**config.mk**
```make
export PLATFORM = sky130hd
export DESIGN_NAME = ntvc_cell
export DESIGN_NICKNAME = d
export VERILOG_FILES = /design/src/ntvc_pkg.sv /design/src/ntvc_cell.sv
export SDC_FILE = /design/constraint.sdc
export NUM_CORES = 1
export LEC_CHECK = 0
export BUFFER_PORTS_ARGS = -buffer_cell sky130_fd_sc_hd__buf_2
export CELL_PAD_IN_SITES_DETAIL_PLACEMENT = 0
export CELL_PAD_IN_SITES_GLOBAL_PLACEMENT = 1
export CORE_MARGIN = 2
export CORE_UTILIZATION = 35
export CTS_CLUSTER_SIZE = 10
export DETAILED_ROUTE_END_ITERATION = 6
export PLACE_DENSITY = 0.61
export SLEW_MARGIN = 15
export SYNTH_ARGS = -nofsm -noshare
export SYNTH_HDL_FRONTEND = slang
export SYNTH_SLANG_ARGS = --single-unit
export TNS_END_PERCENT = 5
```
**constraint.sdc**
```tcl
create_clock -name clk -period 12.43 [get_ports clk]
set_input_delay 1.243 -clock clk [delete_from_list [all_inputs] [get_ports clk]]
set_output_delay 1.243 -clock clk [all_outputs]
set_load 0.01 [all_outputs]
```
**src/ntvc_pkg.sv**
```systemverilog
// Shared types and constants for the nearest template vowel classifier.
// No dependencies; every other file imports this package.
`default_nettype none

package ntvc_pkg;

  localparam int NUM_TEMPLATES_DEF = 7;
  localparam int NUM_COEFFS_DEF    = 16;

  localparam int COEFF_W = 16;
  localparam int SQ_W    = 32;
  localparam int SUM_W   = 48;
  localparam int ADDR_W  = 5;   // enough for the largest coefficient count of 32
  localparam int IDX_W   = 4;   // enough for the largest template count of 16
  localparam int CODE_W  = 3;
  localparam int STAT_W  = 2;
  localparam int CNT_W   = 5;

  localparam logic signed [COEFF_W-1:0] RANGE_POS = 16'sd25600;
  localparam logic signed [COEFF_W-1:0] RANGE_NEG = -16'sd25600;

  typedef enum logic [STAT_W-1:0] {
    ST_OK    = 2'd0,
    ST_QUIET = 2'd1,
    ST_RANGE = 2'd2
  } status_t;

  // Feature coefficient travelling down the row of cells.
  typedef struct packed {
    logic                      valid;
    logic                      acc_en;
    logic                      last;
    logic [ADDR_W-1:0]         addr;
    logic signed [COEFF_W-1:0] value;
  } tok_t;

  // Running minimum travelling down the row after the last coefficient.
  typedef struct packed {
    logic             valid;
    logic [IDX_W-1:0] idx;
    logic [SUM_W-1:0] sum;
  } cmp_t;

endpackage

`default_nettype wire

```
**src/ntvc_cell.sv**
```systemverilog
// One template cell: its coefficient row, a squared-difference MAC with a
// saturating accumulator, and one step of the minimum search. Uses ntvc_pkg.
`default_nettype none

module ntvc_cell import ntvc_pkg::*; #(
  parameter int               NUM_COEFFS = NUM_COEFFS_DEF,
  parameter logic [IDX_W-1:0] IDX        = '0
) (
  input  wire logic                      clk,
  input  wire logic                      rst_n,
  input  wire logic                      wr_en,
  input  wire logic [ADDR_W-1:0]         wr_addr,
  input  wire logic signed [COEFF_W-1:0] wr_data,
  input  wire tok_t                      tok_i,
  output tok_t                           tok_o,
  input  wire cmp_t                      cmp_i,
  output cmp_t                           cmp_o
);

  localparam int AW = (NUM_COEFFS > 1) ? $clog2(NUM_COEFFS) : 1;

  logic signed [COEFF_W-1:0] mem_r [2**AW];
  logic signed [COEFF_W-1:0] rd_r;
  tok_t                      tok_r;
  logic                      sq_vld_r;
  logic [SQ_W-1:0]           sq_r;
  logic [SUM_W-1:0]          acc_r, acc_nxt;
  cmp_t                      cmp_r, cmp_nxt;
  logic signed [COEFF_W:0]   diff;
  logic [COEFF_W-1:0]        mag;
  logic [SUM_W:0]            sum_ext;
  logic                      take;

  always_ff @(posedge clk) begin
    if (wr_en) begin
      mem_r[wr_addr[AW-1:0]] <= wr_data;
    end
    rd_r <= mem_r[tok_i.addr[AW-1:0]];
  end

  // The magnitude of a 17-bit difference never exceeds 65535.
  assign diff = {rd_r[COEFF_W-1], rd_r} - {tok_r.value[COEFF_W-1], tok_r.value};
  assign mag  = diff[COEFF_W] ? COEFF_W'(-diff) : COEFF_W'(diff);

  assign sum_ext = {1'b0, acc_r} + {{(SUM_W + 1 - SQ_W){1'b0}}, sq_r};

  always_comb begin
    acc_nxt = acc_r;
    if (sq_vld_r) begin
      acc_nxt = sum_ext[SUM_W] ? {SUM_W{1'b1}} : sum_ext[SUM_W-1:0];
    end
    // The minimum search reads the final sum and starts the next frame at zero.
    if (cmp_i.valid) begin
      acc_nxt = '0;
    end
  end

  // The first cell always takes the lead, so ties go to the lowest index.
  assign take = (IDX == '0) || (acc_r < cmp_i.sum);

  always_comb begin
    cmp_nxt.valid = cmp_i.valid;
    cmp_nxt.idx   = take ? IDX : cmp_i.idx;
    cmp_nxt.sum   = take ? acc_r : cmp_i.sum;
  end

  always_ff @(posedge clk) begin
    if (!rst_n) begin
      tok_r.valid <= 1'b0;
      sq_vld_r    <= 1'b0;
      acc_r       <= '0;
      cmp_r.valid <= 1'b0;
    end else begin
      tok_r    <= tok_i;
      sq_vld_r <= tok_r.valid && tok_r.acc_en;
      sq_r     <= {{(SQ_W - COEFF_W){1'b0}}, mag} * {{(SQ_W - COEFF_W){1'b0}}, mag};
      acc_r    <= acc_nxt;
      cmp_r    <= cmp_nxt;
    end
  end

  assign tok_o = tok_r;
  assign cmp_o = cmp_r;

endmodule

`default_nettype wire

```
==> metrics.txt <==
# TYPE chip_impl_metric gauge
chip_impl_metric{name="syn-cell-area",unit="um^2"} 25200
chip_impl_metric{name="path_clk_slew",unit="ns"} 0.06
chip_impl_metric{name="synth-xor-area-share",unit="%"} 2.93
chip_impl_metric{name="timing.clock.skew",unit="ns"} 0.0471
chip_impl_metric{name="post_detailed_routing_wire_length",unit="um"} 56500
chip_impl_metric{name="n_fill_cell",unit=""} 6836
chip_impl_metric{name="clock_path_buffers",unit=""} 3
chip_impl_metric{name="grt_first_pass_wirelength",unit="um"} 88400
chip_impl_metric{name="finalHoldViolations",unit=""} 0
chip_impl_info{name="critical_path.top_delay_family",value="adder cells"} 1
chip_impl_metric{name="grt_max_degree",unit=""} 66
chip_impl_info{name="cts.root.buffer_cell",value="sky130_fd_sc_hd__clkbuf_16"} 1
chip_impl_info{name="critPathCapture",value="sq_r[31]$_DFFE_PP_"} 1
chip_impl_metric{name="synth_cell_types",unit=""} 81
chip_impl_metric{name="pre_cts_ws",unit="ns"} 1.89
chip_impl_metric{name="post-dp-hpwl",unit="um"} 39800
chip_impl_info{name="crit_type",value="reg -> reg"} 1
chip_impl_metric{name="dieArea",unit="um^2"} 74100
chip_impl_info{name="mostFrequentLayoutCells",value="sky130_fd_sc_hd__edfxtp_1 (358), sky130_fd_sc_hd__inv_1 (287), sky130_fd_sc_hd__fa_1 (166), sky130_fd_sc_hd__ha_1 (146)"} 1
chip_impl_info{name="rsz_0062_raised_after_global_routing",value="no"} 1
chip_impl_metric{name="cts_hold_repair.buffers",unit=""} 0
chip_impl_metric{name="synthArstFlopShare",unit="%"} 0
chip_impl_metric{name="cts_inserted_buffers",unit=""} 50
chip_impl_info{name="min_path_type",value="reg -> reg"} 1
chip_impl_metric{name="fin_crit",unit="ns"} 10.41
chip_impl_info{name="tritoncts",value="yes"} 1
chip_impl_metric{name="ys_seq_area_share",unit="%"} 48.0
chip_impl_metric{name="synth_area_per_cell",unit="um^2"} 12.7
chip_impl_info{name="crit_path_end_kind",value="flip-flop"} 1
chip_impl_metric{name="ys_ff_latch",unit=""} 425
chip_impl_info{name="slowest_stage",value="sky130_fd_sc_hd__or4_1"} 1
chip_impl_metric{name="postCtsSetupRepairBufs",unit=""} 0
chip_impl_metric{name="numClockSinks",unit=""} 425
chip_impl_metric{name="tns",unit="ns"} 0
chip_impl_metric{name="post-route-period-util",unit="%"} 83.8
chip_impl_metric{name="final-max-slew-violation-count",unit=""} 0
chip_impl_info{name="biggest_area_consumer_among_synthesized_cells",value="sky130_fd_sc_hd__edfxtp_1"} 1
chip_impl_metric{name="yosys-mux-area-fraction",unit="%"} 7.28
chip_impl_metric{name="areaGrowthSynthToFinish",unit="%"} 13.3
chip_impl_info{name="ys_dominant_reg_cell",value="sky130_fd_sc_hd__edfxtp_1"} 1
chip_impl_metric{name="max_cap_viol_count",unit=""} 0
chip_impl_metric{name="timing.hold.ws",unit="ns"} 0.461
chip_impl_metric{name="synth-adder-area-share",unit="%"} 20.5
chip_impl_metric{name="port_buffers",unit=""} 120
chip_impl_metric{name="synthesis.instances",unit=""} 1974
chip_impl_metric{name="yosys.area.top_type_share",unit="%"} 42.7
chip_impl_metric{name="final_antenna_net_count",unit=""} 0
chip_impl_metric{name="synth_simple_gate_area_share",unit="%"} 7.12
chip_impl_metric{name="dr_total_vias",unit=""} 15300
chip_impl_metric{name="ctsResizeCount",unit=""} 0
chip_impl_metric{name="synth_edf_count",unit=""} 358
chip_impl_metric{name="grt_antenna_before_repair",unit=""} 2
chip_impl_info{name="synth_top_family_by_area",value="adder cells"} 1
chip_impl_info{name="crit_path_start",value="tok_o[0]$_DFFE_PP_"} 1
chip_impl_metric{name="placer_congestion_estimate",unit=""} 0.840
chip_impl_metric{name="core.rowCount",unit=""} 98
chip_impl_metric{name="num_io_pins",unit=""} 178
chip_impl_metric{name="drt_iter0_markers",unit=""} 786
chip_impl_metric{name="insertion_delay",unit="ns"} 0.63
chip_impl_metric{name="setup_viol",unit=""} 0
chip_impl_metric{name="synth_compound_gate_area_share",unit="%"} 8.81
chip_impl_metric{name="final_nets",unit=""} 2540
chip_impl_info{name="status",value="completed"} 1
chip_impl_metric{name="worstRegToRegCells",unit=""} 30
chip_impl_info{name="synth.area.top_cells",value="sky130_fd_sc_hd__edfxtp_1 (43%), sky130_fd_sc_hd__fa_1 (13%), sky130_fd_sc_hd__ha_1 (7.3%)"} 1
chip_impl_metric{name="critPathMaxFanout",unit=""} 10
chip_impl_metric{name="drc",unit=""} 0
chip_impl_metric{name="timing.slew.headroom",unit="%"} 30.6
chip_impl_metric{name="max_freq",unit="MHz"} 96.0
chip_impl_metric{name="critical_path_depth",unit=""} 30
chip_impl_metric{name="avgViaCountPerCell",unit=""} 4.90
chip_impl_metric{name="grtUsageTotal",unit="%"} 15.3
chip_impl_metric{name="gr-total-overflow",unit=""} 0
chip_impl_metric{name="wl_per_cell",unit="um"} 18.1
chip_impl_info{name="layout.cells.most_common",value="sky130_fd_sc_hd__edfxtp_1"} 1
chip_impl_metric{name="buf_inv_on_cp",unit=""} 4
chip_impl_metric{name="worstPathArrival",unit="ns"} 10.74
chip_impl_metric{name="worstMarginPinSlew",unit="ns"} 1.03
chip_impl_metric{name="synth.yosys.warnings",unit=""} 0
chip_impl_metric{name="rrSetupSlack",unit="ns"} 2.02
chip_impl_metric{name="start_util",unit="%"} 35.3
chip_impl_metric{name="timing.critical_path.required",unit="ns"} 12.76
chip_impl_info{name="crit-reg2reg-launch",value="tok_o[0]$_DFFE_PP_"} 1
chip_impl_metric{name="cts_htree_levels",unit=""} 2
chip_impl_metric{name="grt_pass1_vias",unit=""} 15900
chip_impl_metric{name="die_width",unit="um"} 272
chip_impl_metric{name="crit_path_max_incr_delay",unit="ns"} 0.63
chip_impl_metric{name="chipHeight",unit="um"} 272
chip_impl_info{name="worstSetupStartpointType",value="flip-flop"} 1
chip_impl_metric{name="setup_slack",unit="ns"} 2.02
chip_impl_metric{name="placeableCoreArea",unit="um^2"} 71400
chip_impl_metric{name="drive_gt1_share",unit="%"} 15.0
chip_impl_metric{name="detail_route.first_pass.iterations",unit=""} 5
chip_impl_info{name="critical_path.most_common_cell",value="sky130_fd_sc_hd__fa_1"} 1
chip_impl_info{name="r2r_end",value="sq_r[31]$_DFFE_PP_"} 1
[worst min-delay path by stage]
stage | startpoint | to | slack [ns] | cells past startpoint
after floorplan | acc_r[44]$_SDFFE_PP0P_ | cmp_o[44]$_DFFE_PP_ | 0.42 | 0
after global placement | acc_r[4]$_SDFFE_PP0P_ | cmp_o[4]$_DFFE_PP_ | 0.44 | 0
final | acc_r[43]$_SDFFE_PP0P_ | cmp_o[43]$_DFFE_PP_ | 0.46 | 0
after global routing | acc_r[43]$_SDFFE_PP0P_ | cmp_o[43]$_DFFE_PP_ | 0.47 | 0
after detailed placement | acc_r[43]$_SDFFE_PP0P_ | cmp_o[43]$_DFFE_PP_ | 0.44 | 0
after CTS | acc_r[43]$_SDFFE_PP0P_ | cmp_o[43]$_DFFE_PP_ | 0.46 | 0
[layout make-up]
cell class / instances / area (um^2) / area share [%]
inverter: 295 / 1110 / 3.88
timing repair buffer: 155 / 868 / 3.04
clock inverter: 8 / 106 / 0.373
tap: 950 / 1190 / 4.17
antenna: 1 / 2.50 / 0.00877
clock buffer: 84 / 1380 / 4.83
sequential: 425 / 12100 / 42.4
multi-input combinational: 1200 / 11800 / 41.3
[routing by layer]
| layer | vias up | GRT usage, % | part of all wire [%] |
|---|---|---|---|
| met4 | 2 | 4.71 | 2.6 |
| met3 | 99 | 2.35 | 4.0 |
| met2 | 281 | 27.6 | 51 |
| met1 | 7590 | 18.7 | 42 |
| met5 | - | 0 | 0.019 |
| li1 | 7320 | - | - |
[per-stage QoR]
stage / area, um^2 / instances / utilization (%)
after global routing: 28500 / 3117 / 40.0
after CTS: 28500 / 3117 / 40.0
final: 28500 / 3118 / 40.0
after detailed placement: 27000 / 3025 / 37.9
after global placement: 27000 / 3025 / 37.9
after floorplan: 25200 / 1977 / -
[cell families (layout without fill, tap and decap cells)]
family	after synthesis	count (layout)
buf+inv	352	542
compound gates	346	346
mux	83	83
fa+ha+maj	312	312
flops	425	425
xor+xnor	81	81
simple gates	374	374
other cells	1	5
[cell usage after synthesis, drive strengths merged (5+ instances only)]
| cell | count |
|---|---|
| inv | 291 |
| o21bai | 10 |
| o21a | 15 |
| a211oi | 21 |
| edfxtp | 358 |
| ha | 146 |
| and3 | 21 |
| o21ai | 80 |
| nand2b | 20 |
| nand3 | 21 |
| nor2b | 12 |
| nor3 | 25 |
| and2 | 15 |
| nor2 | 118 |
| buf | 17 |
| or2 | 10 |
| clkbuf | 40 |
| nor4 | 5 |
| a311oi | 5 |
| fa | 166 |
| xor2 | 23 |
| mux4 | 80 |
| nand2 | 98 |
| a211o | 5 |
| a31oi | 13 |
| a21o | 42 |
| a21oi | 103 |
| o31ai | 8 |
| xnor2 | 57 |
| o211ai | 5 |
| dfxtp | 67 |
| and4 | 9 |
[worst register-to-register path, delay by kind of cell (launching register included)]
kind,cells,cell delay [ns]
adder cells (fa/ha/maj),9,4.08
flip-flops,1,0.43
AND/OR/NAND/NOR,5,1.36
buffers and inverters,4,0.63
XOR/XNOR,2,0.77
AO/OA/AOI/OAI,10,2.84
[sequential cells by signal (all words and copies together) (netlist names)]
register,flops
rd_r,16
sq_r,31
acc_r,48
mem_r,256
tok_o,24
cmp_o,49
sq_vld_r,1
Power is left out: the tool's default activity adds up to more than one toggle a clock period on the data nets, which glitch-free logic cannot reach.
